--- src/rpn_pkg.sv ---
`timescale 1ns / 1ps
// Shared types, constants and the character decoder for the RPN calculator.
// Used by every module of the block; depends on nothing else.

package rpn_pkg;

    localparam int STACK_DEPTH = 32;
    localparam int PTR_W       = $clog2(STACK_DEPTH);
    localparam int CNT_W       = $clog2(STACK_DEPTH + 1);
    localparam int DATA_W      = 32;
    localparam int CHAR_W      = 8;
    localparam int STATUS_W    = 3;
    localparam int DIV_STEPS   = DATA_W;
    localparam int DIV_CNT_W   = $clog2(DIV_STEPS + 1);

    localparam logic [CHAR_W-1:0] CH_PLUS    = 8'h2B;
    localparam logic [CHAR_W-1:0] CH_MINUS   = 8'h2D;
    localparam logic [CHAR_W-1:0] CH_STAR    = 8'h2A;
    localparam logic [CHAR_W-1:0] CH_SLASH   = 8'h2F;
    localparam logic [CHAR_W-1:0] CH_EQUAL   = 8'h3D;
    localparam logic [CHAR_W-1:0] CH_QUIT    = 8'h71;
    localparam logic [CHAR_W-1:0] CH_SPACE   = 8'h20;
    localparam logic [CHAR_W-1:0] CH_ZERO    = 8'h30;
    localparam logic [CHAR_W-1:0] CH_NINE    = 8'h39;
    localparam logic [CHAR_W-1:0] CH_NEWLINE = 8'h0A;

    localparam logic [STATUS_W-1:0] ST_OK        = 3'd0;
    localparam logic [STATUS_W-1:0] ST_OVERFLOW  = 3'd1;
    localparam logic [STATUS_W-1:0] ST_UNDERFLOW = 3'd2;
    localparam logic [STATUS_W-1:0] ST_DIVZERO   = 3'd3;
    localparam logic [STATUS_W-1:0] ST_QUIT      = 3'd4;
    localparam logic [STATUS_W-1:0] ST_INVALID   = 3'd5;

    typedef enum logic [3:0] {
        CLS_DIGIT,
        CLS_ADD,
        CLS_SUB,
        CLS_MUL,
        CLS_DIV,
        CLS_EQ,
        CLS_SPACE,
        CLS_NEWLINE,
        CLS_QUIT,
        CLS_INVALID
    } char_class_t;

    // Commands from the controller to the datapath.
    typedef struct packed {
        logic                load_char;
        logic                rd_top;
        logic                rd_second;
        logic                cap_rhs;
        logic                cap_lhs;
        logic                push_digit;
        logic                push_alu;
        logic                pop_eq;
        logic                pop_two;
        logic                clear_stack;
        logic                set_status;
        logic [STATUS_W-1:0] status_code;
        logic                div_start;
        logic                out_load;
    } dp_cmd_t;

    // Status from the datapath to the controller.
    typedef struct packed {
        char_class_t cls;
        logic        full;
        logic        lt2;
        logic        empty;
        logic        rhs_zero;
        logic        div_done;
        logic        out_free;
    } dp_status_t;

    function automatic char_class_t classify(input logic [CHAR_W-1:0] c);
        char_class_t cls;
        if (c >= CH_ZERO && c <= CH_NINE) begin
            cls = CLS_DIGIT;
        end else if (c == CH_PLUS) begin
            cls = CLS_ADD;
        end else if (c == CH_MINUS) begin
            cls = CLS_SUB;
        end else if (c == CH_STAR) begin
            cls = CLS_MUL;
        end else if (c == CH_SLASH) begin
            cls = CLS_DIV;
        end else if (c == CH_EQUAL) begin
            cls = CLS_EQ;
        end else if (c == CH_SPACE) begin
            cls = CLS_SPACE;
        end else if (c == CH_NEWLINE) begin
            cls = CLS_NEWLINE;
        end else if (c == CH_QUIT) begin
            cls = CLS_QUIT;
        end else begin
            cls = CLS_INVALID;
        end
        return cls;
    endfunction

endpackage

--- src/rpn_div.sv ---
`timescale 1ns / 1ps
// Iterative signed divider, one quotient bit per cycle, truncating toward zero.
// Depends on rpn_pkg for widths.

module rpn_div (
    input  logic                             aclk,
    input  logic                             aresetn,
    input  logic                             start,
    input  logic signed [rpn_pkg::DATA_W-1:0] dividend,
    input  logic signed [rpn_pkg::DATA_W-1:0] divisor,
    output logic                             done,
    output logic        [rpn_pkg::DATA_W-1:0] quotient
);

    logic [rpn_pkg::DATA_W-1:0]    rem_reg, rem_next;
    logic [rpn_pkg::DATA_W-1:0]    quo_reg, quo_next;
    logic [rpn_pkg::DATA_W-1:0]    den_reg;
    logic                          neg_reg;
    logic                          busy_reg, busy_next;
    logic                          done_reg, done_next;
    logic [rpn_pkg::DIV_CNT_W-1:0] cnt_reg, cnt_next;
    logic [rpn_pkg::DATA_W:0]      shifted;
    logic                          ge;
    logic [rpn_pkg::DATA_W-1:0]    diff;
    logic [rpn_pkg::DATA_W-1:0]    a_mag, b_mag;

    assign a_mag   = dividend[rpn_pkg::DATA_W-1] ? (~dividend + 1'b1) : dividend;
    assign b_mag   = divisor[rpn_pkg::DATA_W-1] ? (~divisor + 1'b1) : divisor;
    assign shifted = {rem_reg, quo_reg[rpn_pkg::DATA_W-1]};
    assign ge      = shifted >= {1'b0, den_reg};
    // When the subtraction is taken its result is below the divisor, so the
    // low bits alone carry it.
    assign diff    = shifted[rpn_pkg::DATA_W-1:0] - den_reg;

    always_comb begin
        rem_next  = rem_reg;
        quo_next  = quo_reg;
        busy_next = busy_reg;
        cnt_next  = cnt_reg;
        done_next = 1'b0;
        if (start) begin
            rem_next  = '0;
            quo_next  = a_mag;
            busy_next = 1'b1;
            cnt_next  = rpn_pkg::DIV_CNT_W'(rpn_pkg::DIV_STEPS);
        end else if (busy_reg) begin
            // Restoring step: the remainder always stays below the divisor magnitude.
            rem_next = ge ? diff : shifted[rpn_pkg::DATA_W-1:0];
            quo_next = {quo_reg[rpn_pkg::DATA_W-2:0], ge};
            cnt_next = cnt_reg - 1'b1;
            if (cnt_reg == rpn_pkg::DIV_CNT_W'(1)) begin
                busy_next = 1'b0;
                done_next = 1'b1;
            end
        end
    end

    always_ff @(posedge aclk) begin
        if (!aresetn) begin
            busy_reg <= 1'b0;
            done_reg <= 1'b0;
            cnt_reg  <= '0;
        end else begin
            busy_reg <= busy_next;
            done_reg <= done_next;
            cnt_reg  <= cnt_next;
        end
    end

    always_ff @(posedge aclk) begin
        rem_reg <= rem_next;
        quo_reg <= quo_next;
        if (start) begin
            den_reg <= b_mag;
            neg_reg <= dividend[rpn_pkg::DATA_W-1] ^ divisor[rpn_pkg::DATA_W-1];
        end
    end

    assign done     = done_reg;
    assign quotient = neg_reg ? (~quo_reg + 1'b1) : quo_reg;

endmodule

--- src/rpn_dpath.sv ---
`timescale 1ns / 1ps
// Datapath: operand stack memory, stack count, operand registers, ALU,
// pending result and output register. Depends on rpn_pkg and rpn_div.

module rpn_dpath (
    input  logic                               aclk,
    input  logic                               aresetn,
    input  rpn_pkg::dp_cmd_t                   cmd,
    output rpn_pkg::dp_status_t                status,
    input  logic        [rpn_pkg::CHAR_W-1:0]  s_char_code,
    output logic                               m_valid,
    input  logic                               m_ready,
    output logic signed [rpn_pkg::DATA_W-1:0]  m_result_value,
    output logic                               m_result_valid,
    output logic        [rpn_pkg::STATUS_W-1:0] m_status
);

    logic [rpn_pkg::DATA_W-1:0]   stack_mem [rpn_pkg::STACK_DEPTH];
    logic [rpn_pkg::DATA_W-1:0]   rd_data_reg;
    logic [rpn_pkg::CHAR_W-1:0]   char_reg;
    logic [rpn_pkg::CNT_W-1:0]    count_reg, count_next;
    logic [rpn_pkg::CNT_W-1:0]    cnt_m1, cnt_m2;
    logic [rpn_pkg::DATA_W-1:0]   lhs_reg, rhs_reg;
    logic [rpn_pkg::DATA_W-1:0]   pend_value_reg;
    logic                         pend_valid_reg;
    logic [rpn_pkg::STATUS_W-1:0] pend_status_reg;
    logic [rpn_pkg::DATA_W-1:0]   out_value_reg;
    logic                         out_valid_reg;
    logic [rpn_pkg::STATUS_W-1:0] out_status_reg;
    logic                         m_valid_reg, m_valid_next;
    logic [rpn_pkg::PTR_W-1:0]    rd_addr, wr_addr;
    logic                         rd_en, wr_en;
    logic [rpn_pkg::DATA_W-1:0]   wr_data;
    logic [rpn_pkg::DATA_W-1:0]   alu_res;
    logic [rpn_pkg::DATA_W-1:0]   product;
    logic [rpn_pkg::DATA_W-1:0]   digit_val;
    logic                         div_done;
    logic [rpn_pkg::DATA_W-1:0]   div_q;
    rpn_pkg::char_class_t         cls;

    assign cls       = rpn_pkg::classify(char_reg);
    assign cnt_m1    = count_reg - rpn_pkg::CNT_W'(1);
    assign cnt_m2    = count_reg - rpn_pkg::CNT_W'(2);
    assign digit_val = rpn_pkg::DATA_W'(char_reg - rpn_pkg::CH_ZERO);
    // Only the low word of the product is kept, as the result wraps.
    assign product   = lhs_reg * rhs_reg;

    rpn_div u_div (
        .aclk     (aclk),
        .aresetn  (aresetn),
        .start    (cmd.div_start),
        .dividend (lhs_reg),
        .divisor  (rhs_reg),
        .done     (div_done),
        .quotient (div_q)
    );

    always_comb begin
        case (cls)
            rpn_pkg::CLS_ADD: alu_res = lhs_reg + rhs_reg;
            rpn_pkg::CLS_SUB: alu_res = lhs_reg - rhs_reg;
            rpn_pkg::CLS_MUL: alu_res = product;
            rpn_pkg::CLS_DIV: alu_res = div_q;
            default:          alu_res = '0;
        endcase
    end

    assign rd_en   = cmd.rd_top | cmd.rd_second;
    assign rd_addr = cmd.rd_second ? cnt_m2[rpn_pkg::PTR_W-1:0] : cnt_m1[rpn_pkg::PTR_W-1:0];
    assign wr_en   = cmd.push_digit | cmd.push_alu;
    assign wr_addr = cmd.push_alu ? cnt_m2[rpn_pkg::PTR_W-1:0] : count_reg[rpn_pkg::PTR_W-1:0];
    assign wr_data = cmd.push_alu ? alu_res : digit_val;

    always_ff @(posedge aclk) begin
        if (wr_en) begin
            stack_mem[wr_addr] <= wr_data;
        end
        if (rd_en) begin
            rd_data_reg <= stack_mem[rd_addr];
        end
    end

    always_comb begin
        count_next = count_reg;
        if (cmd.clear_stack) begin
            count_next = '0;
        end else if (cmd.push_digit) begin
            count_next = count_reg + rpn_pkg::CNT_W'(1);
        end else if (cmd.push_alu || cmd.pop_eq) begin
            count_next = cnt_m1;
        end else if (cmd.pop_two) begin
            count_next = cnt_m2;
        end
    end

    always_comb begin
        m_valid_next = m_valid_reg;
        if (cmd.out_load) begin
            m_valid_next = 1'b1;
        end else if (m_ready) begin
            m_valid_next = 1'b0;
        end
    end

    always_ff @(posedge aclk) begin
        if (!aresetn) begin
            count_reg   <= '0;
            m_valid_reg <= 1'b0;
        end else begin
            count_reg   <= count_next;
            m_valid_reg <= m_valid_next;
        end
    end

    always_ff @(posedge aclk) begin
        if (cmd.load_char) begin
            char_reg        <= s_char_code;
            pend_value_reg  <= '0;
            pend_valid_reg  <= 1'b0;
            pend_status_reg <= rpn_pkg::ST_OK;
        end
        if (cmd.set_status) begin
            pend_status_reg <= cmd.status_code;
        end
        if (cmd.pop_eq) begin
            pend_value_reg <= rd_data_reg;
            pend_valid_reg <= 1'b1;
        end
        if (cmd.cap_rhs) begin
            rhs_reg <= rd_data_reg;
        end
        if (cmd.cap_lhs) begin
            lhs_reg <= rd_data_reg;
        end
        if (cmd.out_load) begin
            out_value_reg  <= pend_value_reg;
            out_valid_reg  <= pend_valid_reg;
            out_status_reg <= pend_status_reg;
        end
    end

    always_comb begin
        status          = '0;
        status.cls      = cls;
        status.full     = count_reg >= rpn_pkg::CNT_W'(rpn_pkg::STACK_DEPTH);
        status.lt2      = count_reg < rpn_pkg::CNT_W'(2);
        status.empty    = count_reg == '0;
        status.rhs_zero = rhs_reg == '0;
        status.div_done = div_done;
        status.out_free = !m_valid_reg || m_ready;
    end

    assign m_valid        = m_valid_reg;
    assign m_result_value = out_value_reg;
    assign m_result_valid = out_valid_reg;
    assign m_status       = out_status_reg;

endmodule

--- src/rpn_ctrl.sv ---
`timescale 1ns / 1ps
// Controller state machine: sequences stack reads, ALU and divider steps and
// the hand-off of each result to the output register. Depends on rpn_pkg.

module rpn_ctrl (
    input  logic                aclk,
    input  logic                aresetn,
    input  logic                s_valid,
    output logic                s_ready,
    input  rpn_pkg::dp_status_t status,
    output rpn_pkg::dp_cmd_t    cmd
);

    typedef enum logic [6:0] {
        S_IDLE   = 7'b0000001,
        S_DECODE = 7'b0000010,
        S_RD1    = 7'b0000100,
        S_RD2    = 7'b0001000,
        S_EXEC   = 7'b0010000,
        S_DIV    = 7'b0100000,
        S_RESP   = 7'b1000000
    } state_t;

    state_t state_reg, state_next;

    always_comb begin
        state_next = state_reg;
        cmd        = '0;
        s_ready    = 1'b0;
        case (state_reg)
            S_IDLE: begin
                s_ready = 1'b1;
                if (s_valid) begin
                    cmd.load_char = 1'b1;
                    state_next    = S_DECODE;
                end
            end
            S_DECODE: begin
                state_next = S_RESP;
                case (status.cls)
                    rpn_pkg::CLS_DIGIT: begin
                        if (status.full) begin
                            cmd.set_status  = 1'b1;
                            cmd.status_code = rpn_pkg::ST_OVERFLOW;
                        end else begin
                            cmd.push_digit = 1'b1;
                        end
                    end
                    rpn_pkg::CLS_ADD, rpn_pkg::CLS_SUB,
                    rpn_pkg::CLS_MUL, rpn_pkg::CLS_DIV: begin
                        if (status.lt2) begin
                            cmd.set_status  = 1'b1;
                            cmd.status_code = rpn_pkg::ST_UNDERFLOW;
                        end else begin
                            cmd.rd_top = 1'b1;
                            state_next = S_RD1;
                        end
                    end
                    rpn_pkg::CLS_EQ: begin
                        if (status.empty) begin
                            cmd.set_status  = 1'b1;
                            cmd.status_code = rpn_pkg::ST_UNDERFLOW;
                        end else begin
                            cmd.rd_top = 1'b1;
                            state_next = S_RD1;
                        end
                    end
                    rpn_pkg::CLS_SPACE: begin
                        cmd.clear_stack = 1'b0;
                    end
                    rpn_pkg::CLS_NEWLINE: begin
                        cmd.clear_stack = 1'b1;
                    end
                    rpn_pkg::CLS_QUIT: begin
                        cmd.clear_stack = 1'b1;
                        cmd.set_status  = 1'b1;
                        cmd.status_code = rpn_pkg::ST_QUIT;
                    end
                    default: begin
                        cmd.clear_stack = 1'b1;
                        cmd.set_status  = 1'b1;
                        cmd.status_code = rpn_pkg::ST_INVALID;
                    end
                endcase
            end
            S_RD1: begin
                // The top entry is in the read register now.
                if (status.cls == rpn_pkg::CLS_EQ) begin
                    cmd.pop_eq = 1'b1;
                    state_next = S_RESP;
                end else begin
                    cmd.cap_rhs   = 1'b1;
                    cmd.rd_second = 1'b1;
                    state_next    = S_RD2;
                end
            end
            S_RD2: begin
                cmd.cap_lhs = 1'b1;
                state_next  = S_EXEC;
            end
            S_EXEC: begin
                if (status.cls == rpn_pkg::CLS_DIV) begin
                    if (status.rhs_zero) begin
                        cmd.pop_two     = 1'b1;
                        cmd.set_status  = 1'b1;
                        cmd.status_code = rpn_pkg::ST_DIVZERO;
                        state_next      = S_RESP;
                    end else begin
                        cmd.div_start = 1'b1;
                        state_next    = S_DIV;
                    end
                end else begin
                    cmd.push_alu = 1'b1;
                    state_next   = S_RESP;
                end
            end
            S_DIV: begin
                if (status.div_done) begin
                    cmd.push_alu = 1'b1;
                    state_next   = S_RESP;
                end
            end
            S_RESP: begin
                if (status.out_free) begin
                    cmd.out_load = 1'b1;
                    state_next   = S_IDLE;
                end
            end
            default: begin
                state_next = S_IDLE;
            end
        endcase
    end

    always_ff @(posedge aclk) begin
        if (!aresetn) begin
            state_reg <= S_IDLE;
        end else begin
            state_reg <= state_next;
        end
    end

endmodule

--- src/rpn_stack_calculator.sv ---
`timescale 1ns / 1ps
// Reverse Polish integer calculator on a 32-entry operand stack.
// Input channel (s_valid/s_ready/s_char_code) takes one ASCII character per
// request. Output channel (m_valid/m_ready and the m_ payload) returns exactly
// one result per character: the popped value on '=', and a status code.
// Digits, space, newline, 'q' and other characters go straight from decode to
// the response; '=' first reads the top entry; + - * and a division by zero
// read both operands and then execute; a division then waits for the radix-2
// divider, which retires one quotient bit per cycle. One request is in flight
// at a time, and the next character can be accepted at the first edge at which
// the result of the last one can be taken.
// The stack memory has one read port, so the two operands of an operator are
// read in consecutive cycles.
// Reset (aresetn low, synchronous) empties the stack and drops any pending
// result; stack contents are not cleared since only held entries are read.
// When the receiver stalls, the result stays in the output register and the
// block still accepts the next character, but holds its own result until the
// output register frees up.
// Depends on rpn_pkg, rpn_ctrl and rpn_dpath.

module rpn_stack_calculator (
    input  logic                                aclk,
    input  logic                                aresetn,
    input  logic                                s_valid,
    output logic                                s_ready,
    input  logic        [rpn_pkg::CHAR_W-1:0]   s_char_code,
    output logic                                m_valid,
    input  logic                                m_ready,
    output logic signed [rpn_pkg::DATA_W-1:0]   m_result_value,
    output logic                                m_result_valid,
    output logic        [rpn_pkg::STATUS_W-1:0] m_status
);

    rpn_pkg::dp_cmd_t    cmd;
    rpn_pkg::dp_status_t status;

    rpn_ctrl u_ctrl (
        .aclk    (aclk),
        .aresetn (aresetn),
        .s_valid (s_valid),
        .s_ready (s_ready),
        .status  (status),
        .cmd     (cmd)
    );

    rpn_dpath u_dpath (
        .aclk           (aclk),
        .aresetn        (aresetn),
        .cmd            (cmd),
        .status         (status),
        .s_char_code    (s_char_code),
        .m_valid        (m_valid),
        .m_ready        (m_ready),
        .m_result_value (m_result_value),
        .m_result_valid (m_result_valid),
        .m_status       (m_status)
    );

endmodule
--- config.mk ---
export PLATFORM = sky130hd
export DESIGN_NAME = rpn_stack_calculator
export DESIGN_NICKNAME = d
export VERILOG_FILES = /design/src/rpn_pkg.sv /design/src/rpn_div.sv /design/src/rpn_dpath.sv /design/src/rpn_ctrl.sv /design/src/rpn_stack_calculator.sv
export SDC_FILE = /design/constraint.sdc
export NUM_CORES = 2
export LEC_CHECK = 0
export BUFFER_PORTS_ARGS = -buffer_cell sky130_fd_sc_hd__buf_4
export CAP_MARGIN = 30
export CORE_MARGIN = 3
export CORE_UTILIZATION = 40
export CTS_CLUSTER_DIAMETER = 80
export DETAILED_ROUTE_END_ITERATION = 6
export PLACE_DENSITY = 0.56
export SYNTH_ARGS = -nofsm -noshare
export SYNTH_HDL_FRONTEND = slang
export SYNTH_SLANG_ARGS = --single-unit
--- constraint.sdc ---
create_clock -name aclk -period 18.8 [get_ports aclk]
set_input_delay 0 -clock aclk [delete_from_list [all_inputs] [get_ports aclk]]
set_output_delay 0 -clock aclk [all_outputs]
set_load 0.05 [all_outputs]
==> reports/results.txt <==
Fin Setup TNS - 0 ns
Crit path time final - 8.55 ns
Internal - 0.00488 W
Syn Inst Count - 6113
Clock tree buffer depth - 3
Detail Placement HPWL - 128000 um
Synth async-reset ratio - 0%
CP max FO - 31
Top cell type's share of synthesized area - 52.4%
Arr. time, crit path - 9.05 ns
Largest net degree at the start of global routing - 137
Leakage Power - 31.2 nW
CP endpoint kind - flop
Synth Cell Area - 72400 um^2
Final period utilization - 45.5%
Hold-fix buffers at CTS - 21
Crit path kind - flop to flop
Final hold viol count - 0
CTS tree - yes
Root Driver - clkbuf_16
First-pass GRT wire length - 317000 um
Final instance area - 81000 um^2
Min-Delay Path Class - input port to flop
Status - complete, no violations
Routed vias - 48100
Count leader, synth - edfxtp_1
DR pass1 iterations - 7
Combinational group share of total power - 4.8%
Worst reg-to-reg setup slack - 10.25 ns
Crit-path cells - and2_1 > fa_1 > inv_1 > fa_1 > fa_1 > fa_1 > inv_1 > fa_1 > fa_1 > fa_1 > fa_1 > ha_1 > and3_1 > nand2_1 > a21oi_1 > o31ai_1 > o21ai_0 > a31oi_1 > xnor2_1 > a222oi_1 > o21ai_2 > buf_8
Dominant cell type by area after synthesis - edfxtp_1
Layout net count - 6759
Post-Route M1 WL - 89500 um
Post-synth top cells - edfxtp_1 (1264), nand2_1 (1130), inv_1 (446)
GP Congestion - 0.923
Area Overhead vs Synth - 11.8%
DRC - 0
CTS sink count - 1319
Mapped Avg Cell Area - 11.9 um^2
CP dominant cell by count - fa_1
Slew @ Worst Pin - 1.07 ns
Largest reg by FF count - u_dpath.stack_mem
CP top delay family - adder cells
Startpoint Class - flop
Initial antenna violation count - 8
Psw - 0.00141 W
Routed WL - 214000 um
Synth area leaders - edfxtp_1 (52%), fa_1 (11%), nand2_1 (5.9%), ha_1 (3.5%), and2_1 (3.0%)
Max reg flops - 1024
Power density cells - 77.7 nW/um^2
H-tree levels - 4
CP bufs+invs - 3
Met2 wire len - 104000 um
CTS clk-pin slew, worst paths - 0.06 ns
Synth warn - 0
Sequential power share - 52.5%
Num CTS Buffers - 145
Total grt overflow - 0
Clock Latency Late Sink - 0.79 ns
Achievable Freq - 0.117 GHz
Top FF cell, synth - edfxtp_1
DRT antenna net count - 0
Yosys cell types - 89
Post_cts resized - 0
Row cnt - 155
RSZ-0062 raised after global routing - false
Per-cell routed wire length - 24.9 um
Critical path required time - 19.30 ns
Setup violators final - 0
Core area - 179000 um^2
Clock power frac - 42.7%
Port bufs - 49
Final-layout fill cell count - 16400
EDFF count, synth - 1264
Clock skew - 0.0452 ns
Sw frac - 22.4%
Vias in the first global route - 47600
DR iter-0 viols - 4829
Initial core utilization - 40.4%
Cell Area, Placed - 76200 um^2
MaxCap Viol Count - 0
Die area - 186000 um^2
Worst path max stage delay - 0.88 ns
Die height - 432 um
FF+latch count, synth - 1319
Met3 wire len - 14000 um
Slew HR - 28.4%
Avg Vias per Cell - 5.59
Count of final max-slew check failures - 0
Top layer in use - met5
Setup Fix Bufs, Post-CTS - 0
Die width - 432 um
CP max-delay cell - a222oi_1
Worst-case vdd ir drop - 0.0000684 V
Register area share after synthesis - 53.9%
I/O pin count - 50
Layout cell share with drive strength beyond 1 - 8.61%
GRT Resource Usage Total - 22.8%
Net Count, Synth - 6735
metal layers:
layer,track usage (%),vias up
met3,3.26,368
li1,-,21500
met5,0,-
met1,30.9,24500
met2,38.2,1747
met4,6.96,2
worst paths after layout:
path,cells after the start,startpoint,to
setup / recovery,22,u_dpath.lhs_reg[17]$_DFFE_PP_,u_dpath.stack_mem[15][27]$_DFFE_PP_
hold / removal,4,s_valid,u_dpath.pend_valid_reg$_SDFFE_PP1P_
setup reg to reg,22,u_dpath.lhs_reg[17]$_DFFE_PP_,u_dpath.stack_mem[15][27]$_DFFE_PP_
hold reg to reg,0,u_dpath.pend_value_reg[28]$_SDFFCE_PN0P_,u_dpath.m_result_value[28]$_DFFE_PP_
stage by stage:
stage / power (W) / hold WS, ns / cells / setup slack, ns / util, %
after floorplan: 0.00355 / 0.0989 / 6113 / 10.30 / -
after global placement: 0.00364 / 0.202 / 8305 / 10.02 / 42.4
after detailed placement: 0.00366 / 0.204 / 8320 / 9.91 / 42.5
after CTS: 0.00634 / 0.0189 / 8602 / 9.85 / 45.1
after global routing: 0.00649 / 0.0838 / 8606 / 10.0 / 45.2
final: 0.00629 / 0.0884 / 8608 / 10.25 / 45.2
power by group through the flow:
stage               Clock (W)  Sequential (W)  Combinational (W)
global route          0.00285         0.00330           0.000335
floorplan                   0         0.00336           0.000187
detailed placement          0         0.00336           0.000296
CTS                   0.00274         0.00330           0.000302
finish                0.00268         0.00330           0.000304
global placement            0         0.00336           0.000280
cells in the final DEF (no fill, tap or decap), drive strengths merged, types with 32 or more instances in the layout:
master and n:
a21o 41, a21oi 122, a221oi 44, a32o 32, a32oi 98, and2 343
buf 214, clkbuf 178, clkinv 66, dfxtp 55, edfxtp 1264, fa 410
ha 200, inv 459, mux2i 170, nand2 1132, nand3 277, nand4 80
nor2 156, nor3 37, o21ai 172, o221ai 38, o31ai 32, xnor2 153
xor2 110
worst register-to-register path, delay by kind of cell (launching register included):
family | cells | cell delay, ns
adder cells (fa/ha/maj) | 9 | 4.31
AO/OA/AOI/OAI | 6 | 1.99
flip-flops | 1 | 0.74
AND/OR/NAND/NOR | 3 | 0.65
buffers and inverters | 3 | 0.32
XOR/XNOR | 1 | 0.28
area by class of cell:
cell class / count / area [um^2] / share of cell area (%)
clock buffer: 178 / 3770 / 4.66
inverter: 450 / 1690 / 2.09
clock inverter: 83 / 703 / 0.868
tap: 2355 / 2950 / 3.64
timing repair buffer: 235 / 2000 / 2.47
antenna: 2 / 5.00 / 0.00618
sequential: 1319 / 39100 / 48.2
multi-input combinational: 3986 / 30800 / 38.0
logic make-up after synthesis:
family / after synthesis / share of synthesized area, %
AO/OA/AOI/OAI: 755 / 7.36
XOR/XNOR: 264 / 3.21
adder cells (fa/ha/maj): 610 / 14.8
buffers and inverters: 808 / 4.29
flip-flops: 1319 / 53.9
multiplexers: 173 / 2.40
AND/OR/NAND/NOR: 2184 / 14.0
Note: power is estimated with default switching activity, not from simulation.
